File: src/sv/text_console_writer_assert.svh
// ----------------------------------------------------------------------------
// text_console_writer_assert.svh
// Assertion macros shared by the console writer modules.
// ----------------------------------------------------------------------------
`ifndef TEXT_CONSOLE_WRITER_ASSERT_SVH
`define TEXT_CONSOLE_WRITER_ASSERT_SVH

// The consequent must hold in the same cycle as the antecedent.
`define TCW_ASSERT_IMP(name, clk, rst, ante, cons) \
  name: assert property (@(posedge clk) disable iff (rst) (ante) |-> (cons)) \
    else $error("text console writer: assertion failed");

// The consequent must hold in the cycle after the antecedent.
`define TCW_ASSERT_NXT(name, clk, rst, ante, cons) \
  name: assert property (@(posedge clk) disable iff (rst) (ante) |=> (cons)) \
    else $error("text console writer: assertion failed");

`endif

File: src/sv/tcw_pkg.sv
// ----------------------------------------------------------------------------
// tcw_pkg
// Types, codes and constants of the text console writer.
// ----------------------------------------------------------------------------
package tcw_pkg;

  localparam int TCW_MAX_COLS    = 80;
  localparam int TCW_MAX_ROWS    = 25;
  localparam int TCW_QUEUE_DEPTH = 2;

  localparam logic [1:0] OP_PUT   = 2'd0;
  localparam logic [1:0] OP_CLEAR = 2'd1;
  localparam logic [1:0] OP_READ  = 2'd2;

  localparam logic [1:0] REG_FG     = 2'd0;
  localparam logic [1:0] REG_BG     = 2'd1;
  localparam logic [1:0] REG_WIDTH  = 2'd2;
  localparam logic [1:0] REG_HEIGHT = 2'd3;

  localparam logic [7:0]  NL_CODE     = 8'd10;
  localparam logic [3:0]  FG_RESET    = 4'd15;
  localparam logic [3:0]  BG_RESET    = 4'd0;
  localparam logic [6:0]  WIDTH_RESET = 7'd80;
  localparam logic [4:0]  HEIGHT_RESET = 5'd25;
  // Blank cell with the reset colors, used by the power-on clearing pass.
  localparam logic [15:0] INIT_CELL   = 16'h0F00;

  localparam int CFG_DATA_W = 7;

  typedef struct packed {
    logic [1:0]  opcode;
    logic [7:0]  char_code;
    logic [10:0] read_addr;
  } in_item_t;

  typedef struct packed {
    logic [15:0] read_cell;
    logic [4:0]  cursor_row_out;
    logic [6:0]  cursor_col_out;
  } out_item_t;

  // One classified item on its way from the front to the back.
  typedef struct packed {
    logic [1:0]  op;
    logic [7:0]  ch;
    logic        do_write;
    logic        scroll;
    logic [4:0]  wr_row;
    logic [6:0]  wr_col;
    logic [10:0] rd_addr;
    logic [4:0]  cur_row;
    logic [6:0]  cur_col;
  } cmd_t;

  // Effective screen geometry and the blank cell for the current colors.
  typedef struct packed {
    logic [15:0] blank;
    logic [6:0]  width;
    logic [4:0]  height;
  } geom_t;

endpackage

File: src/sv/tcw_queue.sv
// ----------------------------------------------------------------------------
// tcw_queue
// Short command queue between the classifying front and the executing back.
// ----------------------------------------------------------------------------
module tcw_queue import tcw_pkg::*; (
  input  logic clk,
  input  logic rst,
  input  logic push,
  input  cmd_t push_data,
  output logic full,
  input  logic pop,
  output cmd_t pop_data,
  output logic empty
);

  localparam int PTR_W = (TCW_QUEUE_DEPTH > 1) ? $clog2(TCW_QUEUE_DEPTH) : 1;
  localparam int CNT_W = $clog2(TCW_QUEUE_DEPTH + 1);

  cmd_t             slots [TCW_QUEUE_DEPTH];
  logic [PTR_W-1:0] wr_ptr;
  logic [PTR_W-1:0] rd_ptr;
  logic [CNT_W-1:0] count;

  assign full     = (count == CNT_W'(TCW_QUEUE_DEPTH));
  assign empty    = (count == '0);
  assign pop_data = slots[rd_ptr];

  always_ff @(posedge clk) begin
    if (push) begin
      slots[wr_ptr] <= push_data;
    end
  end

  always_ff @(posedge clk) begin
    if (rst) begin
      wr_ptr <= '0;
      rd_ptr <= '0;
      count  <= '0;
    end else begin
      if (push) begin
        wr_ptr <= (wr_ptr == PTR_W'(TCW_QUEUE_DEPTH - 1)) ? '0 : wr_ptr + 1'b1;
      end
      if (pop) begin
        rd_ptr <= (rd_ptr == PTR_W'(TCW_QUEUE_DEPTH - 1)) ? '0 : rd_ptr + 1'b1;
      end
      if (push && !pop) begin
        count <= count + 1'b1;
      end else if (pop && !push) begin
        count <= count - 1'b1;
      end
    end
  end

`include "text_console_writer_assert.svh"

  `TCW_ASSERT_IMP(a_no_push_full, clk, rst, full, !push)
  `TCW_ASSERT_IMP(a_no_pop_empty, clk, rst, empty, !pop)
  `TCW_ASSERT_IMP(a_count_bound, clk, rst, 1'b1, count <= CNT_W'(TCW_QUEUE_DEPTH))

endmodule

File: config.mk
export PLATFORM = sky130hd
export DESIGN_NAME = tcw_queue
export DESIGN_NICKNAME = d
export VERILOG_FILES = /design/src/sv/tcw_pkg.sv /design/src/sv/tcw_queue.sv
export VERILOG_INCLUDE_DIRS = /design/src /design/src/sv
export SDC_FILE = /design/constraint.sdc
export NUM_CORES = 1
export LEC_CHECK = 0
export ABC_AREA = 1
export BUFFER_PORTS_ARGS = -buffer_cell sky130_fd_sc_hd__clkbuf_2
export CORE_AREA = 2 2 82 124
export DETAILED_ROUTE_END_ITERATION = 10
export DIE_AREA = 0 0 84 126
export PLACE_DENSITY = 0.6
export SETUP_SLACK_MARGIN = 0.4
export SYNTH_ARGS = -nofsm -noshare
export SYNTH_HDL_FRONTEND = slang
export SYNTH_SLANG_ARGS = --single-unit
File: constraint.sdc
create_clock -name clk -period 4.18 [get_ports clk]
set_input_delay 0.209 -clock clk [delete_from_list [all_inputs] [get_ports clk]]
set_output_delay 0.209 -clock clk [all_outputs]
set_load 0.01 [all_outputs]
# After elaboration in Yosys (flattened, before gate mapping)

Memory sizes are Yosys's and may differ from the RTL's. A register that Yosys moved wholly into a read port is not among the register bits.
Cells that the tools add are included.

Memories kept: 1
Bits of input ports: 51
Latch bits: 0
Memory bits (read-only): 0
Register bits: 4
Memory bits (writable): 94
Output and inout port bits: 49
Word-level logic and storage cells: 23

Memory list:

| name  | words | bits a word | read ports | clocked after Yosys merged registers in | write ports | RTL line        | text |
|---|---|---|---|---|---|---|---|
| slots | 2     | 47          | 1          | 1                                       | 1           | tcw_queue.sv:19 | `cmd_t slots [TCW_QUEUE_DEPTH];` |

Mux-type cells: 8
Reduce and logical (&&, ||, !) cells: 6
Equal/unequal tests: 1
Multiply operators: 0
Magnitude comparators: 0
Bitwise gates (word level): 0
Add/sub/neg operators: 4
Shift-type cells: 0
Divide/modulo/power cells: 0

Operators by type and width:

| operator            | number |
|---|---|
| $mux 1              | 6 |
| $mux 2              | 2 |
| $add 1x1->1 const B | 2 |
| $add 2x1->2 const B | 1 |
| $eq 2x2->1 const B  | 1 |
| $logic_and 1x1->1   | 2 |
| $logic_not 1->1     | 2 |
| $logic_not 2->1     | 1 |
| $reduce_bool 2->1   | 1 |
| $sub 2x1->2 const B | 1 |

# Longest topological paths before layout

Depth after elaboration: 4
Gate-level depth with buffers: 8
Depth with buffers taken out: 8

# Worst setup path before layout

No wires, ideal clock.

Path type: reg2reg
Start point: register wr_ptr
End point: memory slots[0][0] (netlist name), enable pin
Path slack: 1.433 ns
Library setup time: 0.453 ns
Arrival: 2.294 ns
Data required time: 3.727 ns
Period minus slack after synthesis: 2.747 ns
Cell stages (with the launch flop): 2
Path buffers: 0
Cells stage by stage: dfxtp_1 nor2_1

RTL lines:

| what                   | RTL line        | text |
|---|---|---|
| from (decl)            | tcw_queue.sv:20 | `logic [PTR_W-1:0] wr_ptr;` |
| from (signal assigned) | tcw_queue.sv:41 | `wr_ptr <= (wr_ptr == PTR_W'(TCW_QUEUE_DEPTH - 1)) ? '0 : wr_ptr + 1'b1;` |
| to (decl)              | tcw_queue.sv:19 |  |

Straight into the memory's write port.

==> out/qor.yml <==
relSlewSlack_pct: 27.0
cp_top_family: "flip-flops"
finalNonFillerCells: 406
finalCriticalPeriod_ns: 2.43
io_buffers: 99
synth-seq-cells: 99
grt_use_met1_pct: 12.1
design.die.area_um2: 10600
worst-path-buf-inv: 2
grt_start_max_net_pins: 49
cellLeakagePower_uw: 0.00185
clkTransAtPathRegs_ns: 0.06
cp_num_cells: 3
hold_slack_ns: 0.0605
power_density_nw_per_um2: 467
rsz0062_at_grt: "false"
hold_viol: 0
period_share_pct: 58.2
use_met2_pct: 20.9
grt.busiest_layer: "met2"
hold_path_depth: 1
worst_hold_path_type: "in -> reg"
yosysSeqAreaShare_pct: 78.1
synth_cell_type_count: 16
cts_sinks: 99
grt_overflow: 0
worstPathArrival_ns: 2.22
die_w_um: 84
diodes: 0
cts.path.max_buffers: 2
ctsResizeCount: 0
reg2regPathDepth: 2
yosysWarnings: 0
nNetsFinal: 338
synth_xor_area_share_pct: 0.234
post-dp-hpwl_um: 4070
vias: 1849
wl_per_cell_um: 14.8
place_congestion: 0.723
cpPeakStageDelay_ns: 1.05
synth_top_family_by_area: "multiplexers"
setup-violations-final: 0
ant_nets: 0
cp_max_fo: 38
synth-simple-area-share_pct: 1.64
fmaxAchievable_mhz: 411
finalClockSkew_ns: 0.00321
drt_wl_total_um: 6020
die_height_um: 126
critPathCaptureType: "output pin"
path_cells: "buf_4, mux2_4, clkbuf_2"
grt_usage_pct: 11.7
area.growth.synth_to_final_pct: 23.9
required_ns: 3.97
multiInputGateArea_um2: 742
h-tree-depth: 3
setup.worst_path.class: "reg -> out"
grt_first_pass_wirelength_um: 9070
grt_pass1_vias: 1819
rows: 44
p_total_uw: 2170
avgSynthCellArea_um2: 20.9
synth_adder_area_share_pct: 0.334
antenna_found_initial: 0
crit_slowest_cell: "dfxtp_2"
pin_count: 100
clock_latency_ns: 0.33
synth.area.mux_share_pct: 17.2
via_per_inst: 4.55
use_met3_pct: 3.28
numCtsBuffers: 9
netlist_area_um2: 3740
drt_iter0_markers: 68
drc: 0
fillCellCount: 844
status: "finished, final reports clean"
cts_root_buf: "clkbuf_16"
finalSetupTns_ns: 0
synth_nets: 231
layout-drive-gt1-share_pct: 57.0
initial_utilization_pct: 39.3
cts_tree: "done"
worstMarginPinSlew_ns: 1.10
peakVddDrop_uv: 263
placedCellCount: 390
slew_viol_final: 0
hold_buffers: 0
ff_latch_area_um2: 2920
synth-compound-area-share_pct: 0.268
core-area_um2: 9520
netlist_instances: 179
cts_setup_buffers: 0
maxCapViolCount: 0
cp-start-kind: "register"
firstDrtPassIters: 4
worst register-to-register path, delay by kind of cell, from the launching register on:
family                 cells  cell delay, ns
buffers and inverters      1            0.46
flip-flops                 1            0.34
AND/OR/NAND/NOR            1            0.56
cells in the final DEF (no fill, tap or decap):
cell type,n
a21oi_1,1
buf_4,2
clkbuf_1,1
clkbuf_16,9
clkbuf_2,99
clkbuf_8,2
clkinv_2,2
clkinvlp_4,2
dfxtp_1,4
dfxtp_2,1
edfxtp_1,94
ha_1,1
inv_1,8
inv_2,1
mux2_2,17
mux2_4,30
nand2_1,5
nand3_1,1
nand4_1,1
nor2_1,6
nor2_4,1
nor3_1,1
o21ai_0,1
xnor2_1,1
synth_stat cells:
library cell,n,area (µm²)
edfxtp_1,94,2820
nand2_1,5,18.8
buf_6,4,45.0
nor3_1,1,5.00
ha_1,1,12.5
mux2_2,17,191
nor2_1,7,26.3
nand3_1,1,5.00
nand4_1,1,6.26
o21ai_0,1,5.00
mux2_4,30,450
xnor2_1,1,8.76
dfxtp_1,5,100
a21oi_1,1,5.00
buf_2,1,5.00
inv_1,9,33.8
state kept, by name, summed over array words and instances, names as in the netlist, named ones only:
register and flops:
wr_ptr 1, count 2, rd_ptr 1, slots 94
cell type report:
class / instances / share of cell area (%)
repair buffers: 101 / 11.0
multi-input cells: 66 / 16.0
clock inverters: 4 / 0.540
well taps: 115 / 3.10
inverters: 9 / 0.729
flip-flops and latches: 99 / 63.1
clock buffers: 12 / 5.53
metal layers:
layer  routed length, µm  share of wire, %  vias up
met5                   0                 0        -
met4                 147               2.4        0
met3                 266               4.4       14
met2                3370                56       53
met1                2240                37      883
li1                    -                 -      899
per-stage QoR:
step / utilization (%) / area [µm²] / setup slack [ns]
final: 48.7 / 4640 / 1.75
after global routing: 48.7 / 4640 / 1.55
after CTS: 48.7 / 4640 / 1.66
after detailed placement: 45.7 / 4350 / 2.04
after global placement: 45.7 / 4350 / 2.04
after floorplan: - / 3740 / 1.43
logic make-up (layout without fill, tap and decap cells):
family                     Yosys count  count (layout)
DFF                                 99              99
buffers and inverters               14             126
xor gates and xnor gates             1               1
adders and majority gates            1               1
AOI/OAI and AO/OA                    2               2
and+or+nand+nor                     15              15
muxes                               47              47
path summary, 6_finish.rpt:
path,from,endpoint,slack (ns)
max,register,pop_data[0],1.75
min,push_data[18],slots[0][18]$_DFFE_PP_,0.06
max reg2reg,wr_ptr$_SDFFE_PP0P_,slots[0][43]$_DFFE_PP_,2.48
min reg2reg,count[0]$_SDFFE_PP0P_,count[0]$_SDFFE_PP0P_,0.52
power by group:
part / total (µW) / internal, µW / leakage (µW) / switching (µW)
sequential: 1180 / 1150 / 0.000924 / 30.0
combinational: 230 / 123 / 0.000796 / 107
clock: 761 / 433 / 0.000135 / 327
total: 2170 / 1700 / 0.00185 / 464
(Power assumes the default switching activity.)
