**config.mk**
```make
export PLATFORM = sky130hd
export DESIGN_NAME = tcw_front
export DESIGN_NICKNAME = d
export VERILOG_FILES = /design/src/sv/text_console_writer_assert.svh /design/src/sv/tcw_pkg.sv /design/src/sv/tcw_front.sv
export SDC_FILE = /design/constraint.sdc
export NUM_CORES = 1
export LEC_CHECK = 0
export BUFFER_PORTS_ARGS = -buffer_cell sky130_fd_sc_hd__clkbuf_2
export CORE_UTILIZATION = 47
export CTS_CLUSTER_DIAMETER = 100
export CTS_CLUSTER_SIZE = 8
export DETAILED_ROUTE_END_ITERATION = 16
export PLACE_DENSITY = 0.78
export SLEW_MARGIN = 25
export SYNTH_ARGS = -nofsm -noshare
export SYNTH_HDL_FRONTEND = slang
export SYNTH_SLANG_ARGS = --single-unit
export TNS_END_PERCENT = 30
```
**constraint.sdc**
```tcl
create_clock -name clk -period 7.3 [get_ports clk]
set_input_delay 0.73 -clock clk [delete_from_list [all_inputs] [get_ports clk]]
set_output_delay 0.73 -clock clk [all_outputs]
set_load 0.01 [all_outputs]
```
**src/sv/text_console_writer_assert.svh**
```systemverilog
// ----------------------------------------------------------------------------
// text_console_writer_assert.svh
// Assertion macros shared by the console writer modules.
// ----------------------------------------------------------------------------
`ifndef TEXT_CONSOLE_WRITER_ASSERT_SVH
`define TEXT_CONSOLE_WRITER_ASSERT_SVH

// The consequent must hold in the same cycle as the antecedent.
`define TCW_ASSERT_IMP(name, clk, rst, ante, cons) \
  name: assert property (@(posedge clk) disable iff (rst) (ante) |-> (cons)) \
    else $error("text console writer: assertion failed");

// The consequent must hold in the cycle after the antecedent.
`define TCW_ASSERT_NXT(name, clk, rst, ante, cons) \
  name: assert property (@(posedge clk) disable iff (rst) (ante) |=> (cons)) \
    else $error("text console writer: assertion failed");

`endif

```
**src/sv/tcw_pkg.sv**
```systemverilog
// ----------------------------------------------------------------------------
// tcw_pkg
// Types, codes and constants of the text console writer.
// ----------------------------------------------------------------------------
package tcw_pkg;

  localparam int TCW_MAX_COLS    = 80;
  localparam int TCW_MAX_ROWS    = 25;
  localparam int TCW_QUEUE_DEPTH = 2;

  localparam logic [1:0] OP_PUT   = 2'd0;
  localparam logic [1:0] OP_CLEAR = 2'd1;
  localparam logic [1:0] OP_READ  = 2'd2;

  localparam logic [1:0] REG_FG     = 2'd0;
  localparam logic [1:0] REG_BG     = 2'd1;
  localparam logic [1:0] REG_WIDTH  = 2'd2;
  localparam logic [1:0] REG_HEIGHT = 2'd3;

  localparam logic [7:0]  NL_CODE     = 8'd10;
  localparam logic [3:0]  FG_RESET    = 4'd15;
  localparam logic [3:0]  BG_RESET    = 4'd0;
  localparam logic [6:0]  WIDTH_RESET = 7'd80;
  localparam logic [4:0]  HEIGHT_RESET = 5'd25;
  // Blank cell with the reset colors, used by the power-on clearing pass.
  localparam logic [15:0] INIT_CELL   = 16'h0F00;

  localparam int CFG_DATA_W = 7;

  typedef struct packed {
    logic [1:0]  opcode;
    logic [7:0]  char_code;
    logic [10:0] read_addr;
  } in_item_t;

  typedef struct packed {
    logic [15:0] read_cell;
    logic [4:0]  cursor_row_out;
    logic [6:0]  cursor_col_out;
  } out_item_t;

  // One classified item on its way from the front to the back.
  typedef struct packed {
    logic [1:0]  op;
    logic [7:0]  ch;
    logic        do_write;
    logic        scroll;
    logic [4:0]  wr_row;
    logic [6:0]  wr_col;
    logic [10:0] rd_addr;
    logic [4:0]  cur_row;
    logic [6:0]  cur_col;
  } cmd_t;

  // Effective screen geometry and the blank cell for the current colors.
  typedef struct packed {
    logic [15:0] blank;
    logic [6:0]  width;
    logic [4:0]  height;
  } geom_t;

endpackage

```
**src/sv/tcw_front.sv**
```systemverilog
// ----------------------------------------------------------------------------
// tcw_front
// Holds the configuration and the cursor, accepts items and classifies them.
// ----------------------------------------------------------------------------
module tcw_front import tcw_pkg::*; #(
  parameter int MAX_COLS = TCW_MAX_COLS,
  parameter int MAX_ROWS = TCW_MAX_ROWS
) (
  input  logic                  clk,
  input  logic                  rst,
  input  logic                  cfg_we,
  input  logic [1:0]            cfg_index,
  input  logic [CFG_DATA_W-1:0] cfg_data,
  input  logic                  in_valid,
  output logic                  in_ready,
  input  in_item_t              in_data,
  input  logic                  init_busy,
  input  logic                  q_full,
  output logic                  q_push,
  output cmd_t                  q_data,
  output geom_t                 geom
);

  // The width and height registers cannot exceed their field ranges anyway.
  localparam int MaxW = (MAX_COLS < 127) ? MAX_COLS : 127;
  localparam int MaxH = (MAX_ROWS < 31) ? MAX_ROWS : 31;

  logic [3:0] fg_color;
  logic [3:0] bg_color;
  logic [6:0] screen_width;
  logic [4:0] screen_height;
  logic [4:0] cursor_row;
  logic [6:0] cursor_col;

  logic [6:0] eff_w;
  logic [4:0] eff_h;
  logic [4:0] row_s;
  logic [6:0] col_s;
  logic [5:0] row_a;
  logic [7:0] col_a;
  logic [5:0] row_b;
  logic [7:0] col_b;
  logic       scroll;
  logic [5:0] row_c;
  logic       is_nl;

  always_comb begin
    if (screen_width == '0) begin
      eff_w = 7'd1;
    end else if (int'(screen_width) > MaxW) begin
      eff_w = 7'(MaxW);
    end else begin
      eff_w = screen_width;
    end
    if (screen_height == '0) begin
      eff_h = 5'd1;
    end else if (int'(screen_height) > MaxH) begin
      eff_h = 5'(MaxH);
    end else begin
      eff_h = screen_height;
    end
  end

  assign geom.blank  = {bg_color, fg_color, 8'h00};
  assign geom.width  = eff_w;
  assign geom.height = eff_h;

  // Cursor step of a put: clamp into the screen, advance, wrap and scroll.
  always_comb begin
    row_s = (cursor_row > eff_h - 5'd1) ? eff_h - 5'd1 : cursor_row;
    col_s = (cursor_col > eff_w - 7'd1) ? eff_w - 7'd1 : cursor_col;
    is_nl = (in_data.char_code == NL_CODE);
    if (is_nl) begin
      row_a = {1'b0, row_s} + 6'd1;
      col_a = '0;
    end else begin
      row_a = {1'b0, row_s};
      col_a = {1'b0, col_s} + 8'd1;
    end
    if (col_a >= {1'b0, eff_w}) begin
      row_b = row_a + 6'd1;
      col_b = '0;
    end else begin
      row_b = row_a;
      col_b = col_a;
    end
    scroll = (row_b >= {1'b0, eff_h});
    row_c  = scroll ? row_b - 6'd1 : row_b;
  end

  assign in_ready = !init_busy && !q_full;
  assign q_push   = in_valid && in_ready;

  always_comb begin
    q_data          = '0;
    q_data.op       = in_data.opcode;
    q_data.ch       = in_data.char_code;
    q_data.rd_addr  = in_data.read_addr;
    q_data.wr_row   = row_s;
    q_data.wr_col   = col_s;
    q_data.cur_row  = cursor_row;
    q_data.cur_col  = cursor_col;
    if (in_data.opcode == OP_PUT) begin
      q_data.do_write = !is_nl;
      q_data.scroll   = scroll;
      q_data.cur_row  = row_c[4:0];
      q_data.cur_col  = col_b[6:0];
    end
  end

  always_ff @(posedge clk) begin
    if (rst) begin
      fg_color      <= FG_RESET;
      bg_color      <= BG_RESET;
      screen_width  <= WIDTH_RESET;
      screen_height <= HEIGHT_RESET;
      cursor_row    <= '0;
      cursor_col    <= '0;
    end else begin
      if (cfg_we) begin
        case (cfg_index)
          REG_FG:     fg_color      <= cfg_data[3:0];
          REG_BG:     bg_color      <= cfg_data[3:0];
          REG_WIDTH:  screen_width  <= cfg_data[6:0];
          REG_HEIGHT: screen_height <= cfg_data[4:0];
          default:    ;
        endcase
      end
      if (q_push && in_data.opcode == OP_PUT) begin
        cursor_row <= row_c[4:0];
        cursor_col <= col_b[6:0];
      end
    end
  end

endmodule

```
# After elaboration in Yosys (flattened, before gate mapping)
# Cells that the tools add are included.
# totals
regBits	32
latchBits	0
mem_bits_rw	0
romBits	0
input_bits	36
output_inout_bits	77
elab_cells	49
n_memories	0
# op_classes
addsub	6
n_mul	0
n_div	0
n_lt_le_gt_ge	6
n_eq_ne	4
n_shift	0
mux	13
bitwise	0
reduce_logical	14
# ops
op	n
2-to-1 mux 7 bit	4
2-to-1 mux 5 bit	4
2-to-1 mux 12 bit	1
2-to-1 mux 6 bit	2
subtractor 5 x 1 -> 5 bit, second input constant	2
adder 7 x 1 -> 8 bit, second input constant	1
== test 8 x 4 -> 1 bit, second input constant	1
greater-or-equal comparator 8 x 7 -> 1 bit	1
2-to-1 mux 8 bit	1
AND reduction 2 bit	4
> comparator 7 bit	1
> comparator 7 bit, second input constant	1
zero test 7 bit	1
subtractor 7 x 1 -> 7 bit, second input constant	1
adder 5 x 1 -> 6 bit, second input constant	1
adder 6 x 1 -> 6 bit, second input constant	1
greater-or-equal comparator 6 x 5 -> 1 bit	1
> comparator 5 bit	1
> comparator 5 bit, second input constant	1
zero test 5 bit	1
== test 2 bit, second input constant	2
zero test 2 bit	2
logical AND 1 bit	3
zero test 1 bit	3
2 further kinds	2

# Longest topological paths before layout
# logic_depth
ltp_word	13
mapped_depth	39
ltp_nobuf	36

# Worst setup path after synthesis
# OpenSTA, ideal clock, no wires.
# synth_path
path_kind	register to output
start	reg screen_width[4]
end	out q_data[10] in the netlist's numbering
arrival_time_ns	7.538
t_required_ns	6.570
path_slack_ns	-0.968
path_stages_with_launch	39
cell_sequence	dfxtp_1 -> buf_2 -> o21ai_2 -> a22oi_2 -> ha_1 -> or3b_2 -> nor3_1 -> xnor2_1 -> inv_1 -> ha_1 -> a41oi_1 -> o21ai_0 -> nor2_1 -> nor2_1 -> clkbuf_1 -> o21ai_0 -> ha_1 -> xor2_1 -> (+3 left out) -> a21oi_1 -> o21ai_0 -> a21oi_1 -> and2_0 -> clkbuf_1 -> xnor2_1 -> inv_1 -> ha_1 -> nand2b_1 -> a21o_1 -> a21o_1 -> a21o_1 -> a21o_1 -> a41oi_1 -> o31a_4 -> nor3_1 -> xnor2_1 -> o21ai_0
# synth_lines
item	line_no	rtl
start, declared	tcw_front.sv:30	logic [6:0] screen_width;
start signal, assigned	tcw_front.sv:124	REG_WIDTH: screen_width <= cfg_data[6:0];
end, declared	tcw_front.sv:20	output cmd_t q_data,

==> summary.md <==
| Metric | Value |
|---|---|
| Seq/Total Area, Yosys | `18.7%` |
| Final-report hold violation count | `0` |
| Starting Density | `around 50%` |
| Worst Clk Skew | `0.0201 ns` |
| Leakage power | `roughly 2.2 nW` |
| DRC violations left | `0` |
| Crit. End Element | `primary output` |
| Flip-flop and latch area | `between 600 and 700 µm²` |
| HP Class | `register to register` |
| Drt wl/cell | `around 14 µm` |
| Netlist cell types | `59` |
| First-pass GRT wire length | `15.1 mm` |
| Slew headroom | `46.0%` |
| I/O pin count | `~110` |
| Crit Path Max Fanout | `7` |
| Slowest stage delay, CP | `about 0.4 ns` |
| CP startpoint | `screen_width[4]$_SDFFE_PP1P_` |
| Fin crit share | `104%` |
| Maximum number of pins on one net before global-route repair | `33` |
| Vias in the first global route | `~3.3k` |
| Synthesis-stage register bit count | `32` |
| Post-Syn Area per Cell | `between 7 and 8 µm²` |
| Placer Congestion | `0.856` |
| Drt via density | `5.49` |
| Final min period | `7.56 ns` |
| WHS | `roughly 0.49 ns` |
| Layout cell share with drive strength beyond 1 | `37.3%` |
| Full die area | `~7600 µm²` |
| Fin. max-slew vios | `0` |
| Commonest non-fill, non-tap cells in the layout | `clkbuf_2, nand2_1, buf_4, nor2_1, a21oi_1` |
| Hold Crit Depth | `2` |
| CTS H-tree depth | `2` |
| Port bufs | `82` |
| Max Cap Viol | `0` |
| Die span in x | `87.3 µm` |
| Synth warn | `0` |
| Gr ovfl total | `0` |
| Pre-CTS setup slack | `-0.369 ns` |
| Hold worst-path end | `screen_width[2]$_SDFFE_PP0P_` |
| Final worst slack | `-0.260 ns` |
| Post-CTS Hold Buffers | `0` |
| Reg2reg path depth | `36` |
| R2R setup slack | `0.65 ns` |
| DP Wirelength | `7.24 mm` |
| Antenna violations before repair | `0` |
| Max Clk Rate | `roughly 0.13 GHz` |
| Ys async rst share | `0%` |
| Most common cell after layout, fill and taps aside | `clkbuf_2` |
| Synthesized instance count | `~480` |
| RSZ-0062 raised after global routing | `true` |
| R2R Path Start | `screen_width[4]$_SDFFE_PP1P_` |
| Row cnt | `30` |
| Gr usage total | `about a quarter` |
| Clock-pin slew on the worst setup and hold paths | `~0.07 ns` |
| Pwr per Cell Area | `roughly 100 nW/µm²` |
| CTS Root Cell | `clkbuf_8` |
| Failing checks | `setup timing` |
| Diodes inserted | `0` |
| CTS tree | `yes` |
| Pre-Repair DR Iteration Count | `5` |
| Die Height | `87.3 µm` |
| Status | `complete, but fails checks` |
| Worst VDD drop | `between 90 and 100 µV` |
| Required time worst endpoint | `roughly 6.6 ns` |
| Longest Clk Path Bufs | `2` |
| Post-synth EDFFs | `0` |
| DR iter-0 viols | `roughly 210` |
| Worst EP arrival | `around 6.8 ns` |
| CP max-delay cell | `or3b_4` |
| Hold_sp | `screen_width[2]$_SDFFE_PP0P_` |
| Final wirelength | `about 9.7 mm` |
| Mapped Area | `~3400 µm²` |
| Area of the multi-input gates | `between 2000 and 3000 µm²` |
| Vias post-DR | `3671` |
| Critical path buffer and inverter count | `4` |
| Critical path's top delay family | `compound AO/OA/AOI/OAI gates` |
| Critical Path Start Type | `register` |
| CTS Buf Count | `5` |
| Clock sinks | `32` |
| Total Nets Final | `~640` |
| R2r endpoint | `cursor_row[2]$_SDFFE_PP0P_` |
| Area delta synth->final | `31.3%` |
| Final Setup Violations | `6` |
| Fill count | `between 500 and 600` |
| Final ANT Viol Nets | `0` |
| Worst-Margin Slew | `slightly above 0.8 ns` |
| Synth Flop Type | `dfxtp_1` |
| Critical path type | `register to primary output` |
| Core area | `about 6900 µm²` |
| Setup TNS | `-1.03 ns` |
| Worst skew pair latency | `~0.3 ns` |
stage by stage:
stage	power, mW	utilization, %	instance area, µm²	cells
floorplan	0.270	-	3630	482
global placement	0.290	58.9	4070	639
detailed placement	0.293	58.9	4070	639
CTS	0.440	63.7	4400	667
global route	0.467	65.0	4490	669
finish	0.444	65.0	4490	669
cell usage after synthesis, types with 4 or more instances:
| cell type | instances | area [µm²] |
|---|---|---|
| nand2_1 | 67 | 251 |
| nor2_1 | 48 | 180 |
| a21oi_1 | 33 | 165 |
| dfxtp_1 | 32 | 641 |
| ha_1 | 30 | 375 |
| buf_4 | 29 | 218 |
| inv_1 | 27 | 101 |
| o21ai_0 | 26 | 130 |
| clkbuf_1 | 20 | 75.1 |
| xnor2_1 | 13 | 114 |
| nand3_1 | 11 | 55.1 |
| mux2i_1 | 10 | 100 |
| a211o_1 | 9 | 78.8 |
| nor3_1 | 9 | 45.0 |
| nor2b_1 | 8 | 50.1 |
| xor2_1 | 7 | 61.3 |
| nand2b_1 | 6 | 37.5 |
| or2_2 | 6 | 37.5 |
| a211oi_1 | 5 | 37.5 |
| and2_1 | 5 | 31.3 |
| nand3b_1 | 5 | 37.5 |
| o211a_1 | 5 | 50.1 |
| o21a_1 | 5 | 37.5 |
| a21o_1 | 4 | 30.0 |
| or3_1 | 4 | 25.0 |
sequential cells by signal, indices dropped and copies added, names as in the netlist:
name	flops
cursor_col	7
cursor_row	5
fg_color	4
bg_color	4
screen_height	5
screen_width	7
where the power goes:
group / total (mW) / internal, mW / leakage (nW) / switching (mW)
sequential: 0.186 / 0.179 / 0.262 / 0.00649
combinational: 0.115 / 0.0520 / 1.91 / 0.0629
clock: 0.143 / 0.0665 / 0.0479 / 0.0767
total: 0.444 / 0.298 / 2.22 / 0.146
metal layers:
layer / track usage [%] / wire [µm] / up-vias
li1: - / - / 1811
met4: 7.45 / 148 / 0
met1: 32.4 / 4280 / 1711
met2: 42.5 / 4650 / 134
met3: 4.08 / 592 / 15
met5: 0 / 0 / -
worst max-delay path by stage:
stage,end,slack (ns),depth (start not counted)
finish,q_data[9],-0.26,36
global route,q_data[9],-0.66,35
CTS,q_data[11],-0.20,37
detailed placement,q_data[11],-0.37,35
global placement,q_data[11],-0.16,35
floorplan,q_data[10],0.01,37
area by class of cell:
class                           count  area share [%]
Sequential cell                    32            14.6
Timing Repair Buffer              136            18.5
Clock inverter                      3           0.418
Multi-Input combinational cell    370            60.0
Tap cell                           96            2.67
Inverter                           27            2.26
Clock buffer                        5            1.53
cells by family (layout without fill, tap and decap cells):
| group | Yosys count | in the layout | synth area share [%] |
|---|---|---|---|
| compound gates | 109 | 109 | 21.2 |
| flops | 32 | 32 | 18.7 |
| xor+xnor | 20 | 20 | 5.12 |
| other cells | 1 | 8 | 0.110 |
| buf+inv | 80 | 171 | 12.3 |
| fa+ha+maj | 30 | 30 | 11.0 |
| mux | 13 | 13 | 3.92 |
| simple gates | 190 | 190 | 27.7 |
repair_timing:
| action | in CTS | in global routing |
|---|---|---|
| resized for setup | 21 | 20 |
| pin swaps | 21 | 16 |
| buffers inserted | 20 | 2 |
| endpoints found under the setup margin | 6 | 6 |
tightest hold or removal path, cell delays in order, from the launching register on:
cell     delay [ns]
dfxtp_2        0.34
nand2_1        0.05
a21oi_1        0.06
No activity file was read; power rests on OpenSTA's default activity.
